`src/hdl/sparc_instruction_classifier_top_macros.svh`:
```
// assertion macros shared by the sparc instruction classifier rtl
`ifndef SPARC_INSTRUCTION_CLASSIFIER_TOP_MACROS_SVH
`define SPARC_INSTRUCTION_CLASSIFIER_TOP_MACROS_SVH

`ifndef SYNTHESIS

// same-cycle implication, checked on every rising clk outside reset
`define SIC_ASSERT_IMPLIES(label, ante, cons) \
  label: assert property (@(posedge clk) disable iff (rst) (ante) |-> (cons)) \
    else $error("assertion failed");

// next-cycle implication, checked on every rising clk outside reset
`define SIC_ASSERT_NEXT(label, ante, cons) \
  label: assert property (@(posedge clk) disable iff (rst) (ante) |=> (cons)) \
    else $error("assertion failed");

`else

`define SIC_ASSERT_IMPLIES(label, ante, cons)
`define SIC_ASSERT_NEXT(label, ante, cons)

`endif

`endif

```
`src/hdl/sic_pkg.sv`:
```
`timescale 1ns / 1ps
// types, class codes and fpop1 table for the sparc instruction classifier
package sic_pkg;

  localparam logic [3:0] CLS_INVALID = 4'd0;
  localparam logic [3:0] CLS_ALU     = 4'd1;
  localparam logic [3:0] CLS_MUL     = 4'd2;
  localparam logic [3:0] CLS_DIV     = 4'd3;
  localparam logic [3:0] CLS_BJ      = 4'd4;
  localparam logic [3:0] CLS_LOAD    = 4'd5;
  localparam logic [3:0] CLS_FENCE   = 4'd6;
  localparam logic [3:0] CLS_FPALU   = 4'd7;
  localparam logic [3:0] CLS_FPMUL   = 4'd8;
  localparam logic [3:0] CLS_FPDIV   = 4'd9;
  localparam logic [3:0] CLS_MAX     = CLS_FPDIV;

  localparam logic [3:0] SUB_INVALID  = 4'd0;
  localparam logic [3:0] SUB_NOP      = 4'd1;
  localparam logic [3:0] SUB_UNCOND   = 4'd2;
  localparam logic [3:0] SUB_COND     = 4'd3;
  localparam logic [3:0] SUB_CALL     = 4'd4;
  localparam logic [3:0] SUB_RET      = 4'd5;
  localparam logic [3:0] SUB_MEMORY   = 4'd6;
  localparam logic [3:0] SUB_MEMFENCE = 4'd7;
  localparam logic [3:0] SUB_FETCHOP  = 4'd8;
  localparam logic [3:0] SUB_MAX      = SUB_FETCHOP;

  // major opcode, bits 31..30
  localparam logic [1:0] OP_BRANCH = 2'd0;
  localparam logic [1:0] OP_CALL   = 2'd1;
  localparam logic [1:0] OP_ARITH  = 2'd2;

  // op3 codes of the arithmetic group
  localparam logic [5:0] OP3_RDSTATE = 6'h28;
  localparam logic [5:0] OP3_RDPR    = 6'h2a;
  localparam logic [5:0] OP3_FLUSHW  = 6'h2b;
  localparam logic [5:0] OP3_UMUL    = 6'h24;
  localparam logic [5:0] OP3_UDIV    = 6'h2d;
  localparam logic [5:0] OP3_RSV29   = 6'h29;
  localparam logic [5:0] OP3_RSV37   = 6'h37;
  localparam logic [5:0] OP3_FPOP1   = 6'h34;
  localparam logic [5:0] OP3_FPOP2   = 6'h35;
  localparam logic [5:0] OP3_JMPL    = 6'h38;
  localparam logic [5:0] OP3_RETURN  = 6'h39;
  localparam logic [5:0] OP3_TCC     = 6'h3a;
  localparam logic [5:0] OP3_DONE    = 6'h3e;
  localparam logic [5:0] OP3_ALU_END = 6'h20;
  localparam logic [5:0] OP3_ARITH_END = 6'h38;
  localparam logic [4:0] RS1_MEMBAR  = 5'd15;

  typedef struct packed {
    logic [3:0] op_class;
    logic [3:0] op_subclass;
    logic [4:0] dest_reg;
    logic [4:0] src1_reg;
    logic [4:0] src2_reg;
  } result_t;

  function automatic logic [3:0] fpop1_class(input logic [8:0] opf);
    logic [3:0] cls;
    cls = CLS_INVALID;
    case (opf)
      9'h001, 9'h005, 9'h009, 9'h041, 9'h042, 9'h043, 9'h045, 9'h046, 9'h047,
      9'h0c4, 9'h0c6, 9'h0c7, 9'h0c8, 9'h0c9, 9'h0cb, 9'h0cc, 9'h0cd, 9'h0ce,
      9'h0d1, 9'h0d2, 9'h0d3, 9'h002, 9'h006, 9'h00a, 9'h081, 9'h082, 9'h084,
      9'h088, 9'h003, 9'h007, 9'h00b, 9'h083, 9'h08c: cls = CLS_FPALU;
      9'h029, 9'h02a, 9'h02b, 9'h04d, 9'h04e, 9'h04f: cls = CLS_FPDIV;
      9'h049, 9'h04a, 9'h04b, 9'h069, 9'h06e: cls = CLS_FPMUL;
      default: cls = CLS_INVALID;
    endcase
    return cls;
  endfunction

endpackage

```
`src/hdl/sic_decode.sv`:
```
`timescale 1ns / 1ps
// combinational decision tree from instruction word to class and registers
module sic_decode (
  input  logic [31:0]      word,
  output sic_pkg::result_t res
);

  logic [1:0] op;
  logic [2:0] op2;
  logic [5:0] op3;
  logic [1:0] cc;
  logic [4:0] rd;
  logic [4:0] f_rs1;
  logic [4:0] f_rs2;
  logic       imm;
  logic [4:0] rs2sel;
  logic       listed;
  logic [3:0] cls;
  logic [3:0] sub;
  logic [4:0] rs1;
  logic [4:0] rs2;

  assign op     = word[31:30];
  assign op2    = word[24:22];
  assign op3    = word[24:19];
  assign cc     = word[21:20];
  assign rd     = word[29:25];
  assign f_rs1  = word[18:14];
  assign f_rs2  = word[4:0];
  assign imm    = word[13];
  assign rs2sel = imm ? 5'd0 : f_rs2;

  // memory op3 codes that get their own handling
  assign listed = (op3 inside {[6'h00:6'h03], [6'h08:6'h0d], [6'h0f:6'h13],
                               [6'h18:6'h1c], [6'h2d:6'h32], 6'h1f});

  always_comb begin
    cls = sic_pkg::CLS_INVALID;
    sub = sic_pkg::SUB_INVALID;
    rs1 = 5'd0;
    rs2 = 5'd0;
    case (op)
      sic_pkg::OP_BRANCH: begin
        cls = sic_pkg::CLS_BJ;
        case (op2)
          3'd1: begin
            if (cc == 2'd0) begin
              sub = sic_pkg::SUB_UNCOND;
            end else if (cc == 2'd2) begin
              sub = sic_pkg::SUB_COND;
            end
          end
          3'd3: begin
            rs1 = f_rs1;
            sub = sic_pkg::SUB_UNCOND;
          end
          3'd5, 3'd6: sub = sic_pkg::SUB_COND;
          3'd2: sub = sic_pkg::SUB_UNCOND;
          3'd4: begin
            // sethi, a nop only with rd of zero
            cls = sic_pkg::CLS_ALU;
            sub = (rd != 5'd0) ? sic_pkg::SUB_INVALID : sic_pkg::SUB_NOP;
          end
          default: sub = sic_pkg::SUB_INVALID;
        endcase
      end
      sic_pkg::OP_CALL: begin
        cls = sic_pkg::CLS_BJ;
        sub = sic_pkg::SUB_CALL;
      end
      sic_pkg::OP_ARITH: begin
        if (op3 == sic_pkg::OP3_TCC) begin
          rs1 = f_rs1;
          rs2 = rs2sel;
          cls = sic_pkg::CLS_BJ;
          sub = sic_pkg::SUB_UNCOND;
        end else if (op3 == sic_pkg::OP3_RDSTATE) begin
          rs1 = f_rs1;
          if (f_rs1 == sic_pkg::RS1_MEMBAR) begin
            cls = sic_pkg::CLS_FENCE;
            sub = sic_pkg::SUB_MEMFENCE;
          end else if (f_rs1 inside {5'd0, [5'd2:5'd6], [5'd16:5'd25]}) begin
            cls = sic_pkg::CLS_ALU;
          end
        end else if (op3 == sic_pkg::OP3_RDPR) begin
          cls = sic_pkg::CLS_ALU;
        end else if (op3 == sic_pkg::OP3_FLUSHW) begin
          cls = sic_pkg::CLS_FENCE;
          sub = sic_pkg::SUB_MEMFENCE;
        end else if (op3 == sic_pkg::OP3_FPOP1) begin
          rs1 = f_rs1;
          rs2 = f_rs2;
          cls = sic_pkg::fpop1_class(word[13:5]);
        end else if (op3 == sic_pkg::OP3_FPOP2) begin
          rs1 = f_rs1;
          rs2 = f_rs2;
          cls = sic_pkg::CLS_FPALU;
        end else if (op3 < sic_pkg::OP3_ARITH_END) begin
          rs1 = f_rs1;
          rs2 = rs2sel;
          if (op3 < sic_pkg::OP3_ALU_END) begin
            cls = sic_pkg::CLS_ALU;
          end else if (op3 == sic_pkg::OP3_UMUL) begin
            cls = sic_pkg::CLS_MUL;
          end else if (op3 == sic_pkg::OP3_UDIV) begin
            cls = sic_pkg::CLS_DIV;
          end else if (op3 == sic_pkg::OP3_RSV29 || op3 == sic_pkg::OP3_RSV37) begin
            cls = sic_pkg::CLS_INVALID;
          end else begin
            cls = sic_pkg::CLS_ALU;
          end
        end else if (op3 == sic_pkg::OP3_RETURN) begin
          rs1 = f_rs1;
          rs2 = rs2sel;
          cls = sic_pkg::CLS_BJ;
          sub = sic_pkg::SUB_RET;
        end else begin
          rs1 = f_rs1;
          rs2 = rs2sel;
          if (op3 == sic_pkg::OP3_JMPL) begin
            cls = sic_pkg::CLS_BJ;
            sub = sic_pkg::SUB_CALL;
          end else if (op3 == sic_pkg::OP3_DONE) begin
            cls = sic_pkg::CLS_BJ;
            sub = sic_pkg::SUB_UNCOND;
          end else if (op3 inside {[6'h3b:6'h3d]}) begin
            cls = sic_pkg::CLS_ALU;
          end
        end
      end
      default: begin
        // memory group: form sets the default, listed codes may override it, unlisted codes replace it
        rs1 = f_rs1;
        rs2 = rs2sel;
        if (imm) begin
          cls = sic_pkg::CLS_ALU;
          sub = sic_pkg::SUB_INVALID;
        end else begin
          cls = sic_pkg::CLS_LOAD;
          sub = sic_pkg::SUB_MEMORY;
        end
        if (listed) begin
          if (op3 inside {[6'h00:6'h03], [6'h08:6'h0b], 6'h0d, [6'h10:6'h13],
                          [6'h18:6'h1b], 6'h30, 6'h32}) begin
            cls = sic_pkg::CLS_LOAD;
            sub = sic_pkg::SUB_MEMORY;
          end else if (op3 inside {6'h0f, 6'h1f}) begin
            cls = sic_pkg::CLS_FENCE;
            sub = sic_pkg::SUB_FETCHOP;
          end else if (op3 == 6'h2d) begin
            cls = sic_pkg::CLS_ALU;
            sub = sic_pkg::SUB_NOP;
          end
        end else if (op3 inside {[6'h20:6'h23]}) begin
          cls = sic_pkg::CLS_LOAD;
          sub = sic_pkg::SUB_MEMORY;
        end else begin
          // stores and other unlisted memory codes
          cls = sic_pkg::CLS_FENCE;
          sub = sic_pkg::SUB_FETCHOP;
        end
      end
    endcase
  end

  assign res.op_class    = cls;
  assign res.op_subclass = sub;
  assign res.dest_reg    = rd;
  assign res.src1_reg    = rs1;
  assign res.src2_reg    = rs2;

endmodule

```
`src/hdl/sparc_instruction_classifier_top.sv`:
```
`timescale 1ns / 1ps
// top level of the sparc instruction classifier with input and result registers
//
// usage:
//   input channel: in_valid, in_stall, instruction_word. a request is taken at a
//   rising clk edge with in_valid high and in_stall low.
//   output channel: out_valid, out_stall and the fields op_class, op_subclass,
//   dest_reg, src1_reg, src2_reg. a result is taken with out_valid high and
//   out_stall low.
//   path: a request passes through the input register and then the result
//   register, with the decode tree between them; out_valid rises when the
//   result register loads, which out_stall on a held result can delay.
//   throughput: one request per cycle while in_stall is low, set by the single decode pass.
//   stall: while out_stall holds a result, the input register still takes one
//   more request; in_stall rises only when both registers are full.
//   reset: rst (synchronous, active high) empties both registers; nothing else
//   is kept, so the block is ready in the cycle after reset drops.
`include "sparc_instruction_classifier_top_macros.svh"

module sparc_instruction_classifier_top (
  input  logic        clk,
  input  logic        rst,
  input  logic        in_valid,
  output logic        in_stall,
  input  logic [31:0] instruction_word,
  output logic        out_valid,
  input  logic        out_stall,
  output logic [3:0]  op_class,
  output logic [3:0]  op_subclass,
  output logic [4:0]  dest_reg,
  output logic [4:0]  src1_reg,
  output logic [4:0]  src2_reg
);

  logic             s1_valid;
  logic [31:0]      s1_word;
  logic             res_valid;
  sic_pkg::result_t result;
  sic_pkg::result_t dec;
  logic             out_take;
  logic             in_take;

  sic_decode u_decode (
    .word (s1_word),
    .res  (dec)
  );

  // result register can load when empty or being drained
  assign out_take = !res_valid || !out_stall;
  assign in_stall = s1_valid && !out_take;
  assign in_take  = in_valid && !in_stall;

  always_ff @(posedge clk) begin
    if (rst) begin
      s1_valid  <= 1'b0;
      res_valid <= 1'b0;
    end else begin
      if (!in_stall) begin
        s1_valid <= in_valid;
      end
      if (out_take) begin
        res_valid <= s1_valid;
      end
    end
  end

  always_ff @(posedge clk) begin
    if (in_take) begin
      s1_word <= instruction_word;
    end
    if (out_take && s1_valid) begin
      result <= dec;
    end
  end

  assign out_valid   = res_valid;
  assign op_class    = result.op_class;
  assign op_subclass = result.op_subclass;
  assign dest_reg    = result.dest_reg;
  assign src1_reg    = result.src1_reg;
  assign src2_reg    = result.src2_reg;

  `SIC_ASSERT_NEXT(a_take_fills_s1, in_take, s1_valid)
  `SIC_ASSERT_NEXT(a_s1_held, s1_valid && !out_take, s1_valid && $stable(s1_word))
  `SIC_ASSERT_NEXT(a_s1_moves_out, s1_valid && out_take, res_valid)
  `SIC_ASSERT_IMPLIES(a_stall_only_full, in_stall, s1_valid && res_valid)
  `SIC_ASSERT_IMPLIES(a_codes_in_range, res_valid,
                      op_class <= sic_pkg::CLS_MAX && op_subclass <= sic_pkg::SUB_MAX)

endmodule
```
`config.mk`:
```
export PLATFORM = sky130hd
export DESIGN_NAME = sparc_instruction_classifier_top
export DESIGN_NICKNAME = d
export VERILOG_FILES = /design/src/hdl/sic_pkg.sv /design/src/hdl/sic_decode.sv /design/src/hdl/sparc_instruction_classifier_top.sv
export VERILOG_INCLUDE_DIRS = /design/src /design/src/hdl
export SDC_FILE = /design/constraint.sdc
export NUM_CORES = 1
export LEC_CHECK = 0
export ABC_AREA = 1
export BUFFER_PORTS_ARGS = -buffer_cell sky130_fd_sc_hd__buf_4
export CORE_MARGIN = 2
export CORE_UTILIZATION = 38
export CTS_BUF_LIST = sky130_fd_sc_hd__clkbuf_2 sky130_fd_sc_hd__clkbuf_4 sky130_fd_sc_hd__clkbuf_8
export CTS_CLUSTER_SIZE = 28
export DETAILED_ROUTE_END_ITERATION = 6
export SLEW_MARGIN = 20
export SYNTH_ARGS = -nofsm -noshare
export SYNTH_HDL_FRONTEND = slang
export SYNTH_SLANG_ARGS = --single-unit
```
`constraint.sdc`:
```
create_clock -name clk -period 6.2 [get_ports clk]
set_clock_uncertainty 0.1 [all_clocks]
set_input_delay 0.31 -clock clk [delete_from_list [all_inputs] [get_ports clk]]
set_output_delay 0.31 -clock clk [all_outputs]
set_load 0.01 [all_outputs]
```
After elaboration in Yosys (flattened, before gate mapping)
Index checks and enable logic that the tools add are counted.
Widths: inputs -> output; s select.
{ "word_totals": {"regBits": 57, "input_bits": 36, "output_inout_bits": 25, "wordCells": 200} }
{ "classes": {"magnitude_cmp": 23, "n_eq_ne": 72, "n_mux": 62, "reduce_logical": 35} }
{ "op_table": {"columns": ["op", "count"], "rows": [
  ["$eq 9x8->1 const B", 18],
  ["$eq 9x7->1 const B", 14],
  ["$mux 4", 31],
  ["$eq 6x6->1 const B", 15],
  ["$mux 5", 12],
  ["$pmux 4 s3", 3],
  ["$reduce_or 33->1", 1],
  ["$eq 9x3->1 const B", 3],
  ["$eq 9x4->1 const B", 3],
  ["$eq 9x6->1 const B", 3],
  ["$eq 9x2->1 const B", 2],
  ["$ge 6x6->1 const B", 3],
  ["$le 6x5->1 const B", 3],
  ["$le 6x6->1 const B", 3],
  ["$mux 3", 6],
  ["$pmux 4 s4", 1],
  ["$logic_and 1x1->1", 15],
  ["$pmux 5 s3", 1],
  ["$eq 6x4->1 const B", 2],
  ["$ge 6x4->1 const B", 2],
  ["$ge 6x5->1 const B", 2],
  ["$le 6x4->1 const B", 2],
  ["$lt 6x6->1 const B", 2],
  ["$pmux 5 s2", 1],
  ["other kinds (28)", 44]
]} }

Longest topological paths before layout
{ "logic_depth": {"depth_word": 14, "ltp_mapped": 14, "mapped_depth_nobuf": 14} }

Modules after synthesis
From an unflattened synthesis, not the netlist that was laid out.
{ "unflattened": {"hier_cells": 288, "hier_area_um2": 2797.7} }
{ "by_module_without_submodules": {"columns": ["mod", "instances", "cells_per_inst", "area_per_inst_um2", "seq_area_each_um2"], "rows": [
  ["sparc_instruction_classifier_top", 1, 67, 1742.9, 1691.6],
  ["sic_decode", 1, 221, 1054.8, 0.0]
]} }

Worst setup path before layout
Ideal clock, no wire load.
{ "synth_timing": {"path_type": "reg-to-reg", "from": "register res_valid, in the netlist out_valid", "to": "register result, in the netlist dest_reg[0], enable pin", "setup_time_ns": 0.411, "arrival_ns": 1.504, "required_ns": 5.689, "setup_slack_ns": 4.186, "stages_incl_launch_ff": 2, "path_buffers": 0, "period_less_slack_ns": 2.014, "path_cell_list": "dfxtp_1 > a21oi_1"} }
{ "synth_between": {"elab_chain_cells": 3} }
{ "synth_lines": {"columns": ["item", "line", "text"], "rows": [
  ["start: declaration", "sparc_instruction_classifier_top.sv:37", "logic res_valid;"],
  ["start signal: assignment", "sparc_instruction_classifier_top.sv:62", "res_valid <= s1_valid;"],
  ["$logic_not 1->1", "sparc_instruction_classifier_top.sv:49", "assign out_take = !res_valid || !out_stall;"],
  ["$logic_or 1x1->1", "sparc_instruction_classifier_top.sv:49", null],
  ["$logic_and 1x1->1", "sparc_instruction_classifier_top.sv:71", "if (out_take && s1_valid) begin"],
  ["end signal: assignment", "sparc_instruction_classifier_top.sv:72", "result <= dec;"],
  ["end: declaration", "sparc_instruction_classifier_top.sv:38", "sic_pkg::result_t result;"]
]} }
No other way between the ends.
A chain may end at the register's enable or synchronous reset.

==> run summary <==
reg-to-reg slack, setup -> 4.25 ns
vias in the first global route -> 2114
number of hold violations in the final report -> 0
Synth Area in XOR/XNOR -> 0%
Non-Filler Instances -> 474
nature of the critical path startpoint -> flop
Synth top area share -> 56.8%
Ys Warns -> 0
final critical-path setup slack -> 4.25 ns
layout cell share with drive strength beyond 1 -> 32.5%
Worst EP arrival -> 1.94 ns
CTS hold repair buffers -> 0
crit share post-route -> 31.5%
post-synthesis compound-gate area fraction -> 7.62%
Worst setup EP type -> flop
Die ar. -> 8360 µm²
num rows -> 31
worst slack at placement -> 4.11 ns
dpl cells -> 458
total I/O pin count -> 61
via/cell ratio -> 4.65
Starting Density -> 39.6%
IO Port Bufs -> 60
clock latency on the worst-skew pair -> 0.33 ns
DRC -> 0
setup TNS -> 0 ns
DR vias -> 2206
setup bufs post-CTS -> 0
CTS max path bufs -> 2
drt total wl -> 5600 µm
GR Overflow Total -> 0
Yosys reg bits -> 57
clk root buf -> clkbuf_8
Synth Area per Inst -> 9.62 µm²
PwrDens -> 239 nW/µm²
Peak VDD IR -> 150 µV
die height -> 91.4 µm
post-synthesis simple-gate area fraction -> 26.7%
unrepaired setup endpoints after global routing -> no
WL per Instance -> 11.8 µm
worst-path fanout max -> 8
HPWL Detailed -> 4230 µm
Tot GR Track Use -> 14.4%
area of the mapped netlist -> 2910 µm²
EDFF count, synth -> 55
count leader, synth -> nand2_1
top_reg_cell synth -> edfxtp_1
Synth-to-Final Area Change -> 25.2%
main combinational cell family by area after synthesis -> simple AND/OR/NAND/NOR gates
Largest register FFs -> 32
critical path class -> flop to flop
max-cap viol count -> 0
leak pwr -> 1.60 nW
Worst-path clk slew -> 0.07 ns
H-tree Lvls -> 3
Mapped Nets -> 338
GPL Wtd Cong -> 0.928
proportion of synthesized area in mux cells -> 0%
Synth area leader -> edfxtp_1
Synth Area in Adders -> 0%
DRT iter0 DRCs -> 135
Seq/Total Area, Yosys -> 58.2%
first-pass GRT wire length -> 9440 µm
Worst Tran Pin Value -> 0.651 ns
Die Width -> 91.4 µm
final core utilization -> 49.6%
Top reg by flops -> s1_word
min-delay worst type -> input port to flop
max-slew violations -> 0
largest net degree at the start of global routing -> 33
Nets -> 406
Hold Slack -> 0.0266 ns
Slew headroom -> 56.6%
CTS tree -> done
status -> completed
top cells by count, synth -> nand2_1, edfxtp_1, inv_1
TritonCTS Buffers -> 9
total clock sinks -> 57
Tmin final -> 1.95 ns
final setup vio count -> 0
ys async rst share -> 0%
Gate Count Post-Synth -> 302
antenna violations before repair -> 0
ANT nets after route -> 0
ranking of synthesized cells by area -> edfxtp_1, nand2_1, inv_1
Resized Gates After CTS -> 0
CORE AREA -> 7330 µm²
n_diodes -> 0
WP data required -> 6.19 ns
router iterations before antenna repair -> 5
Yosys cell types -> 34
fmax -> 513 MHz
cells by family after synthesis:
group | Yosys count
AOI/OAI and AO/OA | 31
buffers and inverters | 52
DFF | 57
and+or+nand+nor | 162
through the flow:
stage               power, mW  area [µm²]
detailed placement      0.572        3460
global route            0.918        3640
floorplan               0.530        2910
CTS                     0.886        3640
finish                  0.869        3640
global placement        0.572        3460
cell type report:
| class | instances | area, µm² |
|---|---|---|
| clock inverter | 6 | 42.5 |
| fill | 668 | 3690 |
| timing repair buffer | 61 | 458 |
| multi-input combinational | 193 | 1000 |
| sequential | 57 | 1690 |
| inverter | 48 | 184 |
| clock buffer | 10 | 138 |
| tap | 99 | 124 |
layer usage:
metal	up-vias	global-route usage [%]	wire [µm]
met3	5	4.07	282
met2	69	21.3	2590
met4	0	6.69	47
met5	-	0	0
met1	988	19.5	2680
li1	1144	-	-
power breakdown:
group	internal, mW	total (mW)	switching [mW]
logic	0.0428	0.0991	0.0563
registers	0.448	0.464	0.0165
clock network	0.156	0.306	0.150
total	0.646	0.869	0.223
layout by cell type (no fill, tap or decap), drive strengths merged:
| cell | count |
|---|---|
| o22ai | 3 |
| nor3 | 9 |
| nor2 | 47 |
| o31ai | 4 |
| nand4 | 4 |
| a21oi | 10 |
| a31oi | 3 |
| buf | 61 |
| a221oi | 1 |
| clkinv | 4 |
| edfxtp | 55 |
| clkinvlp | 2 |
| nand3b | 2 |
| dfxtp | 2 |
| and2 | 1 |
| a22oi | 2 |
| clkbuf | 10 |
| o21ai | 8 |
| nand3 | 25 |
| nand2 | 74 |
| inv | 48 |
worst paths after layout:
kind,from,endpoint,cells after the start
setup / recovery,s1_word[24],op_class[1],11
setup reg to reg,s1_word[24],op_class[1],11
hold / removal,rst,s1_valid,2
hold reg to reg,s1_word[27],dest_reg[2],0
worst max-delay path, cell delays in order, from the launching register on:
cell      delay (ns)
edfxtp_1        0.56
inv_4           0.09
nor2_4          0.18
inv_2           0.05
nor2_2          0.16
inv_2           0.04
nor2_1          0.11
inv_1           0.09
a21oi_2         0.16
inv_1           0.05
nand2_1         0.07
nand2_1         0.06
No activity file was read; power rests on OpenSTA's default activity.
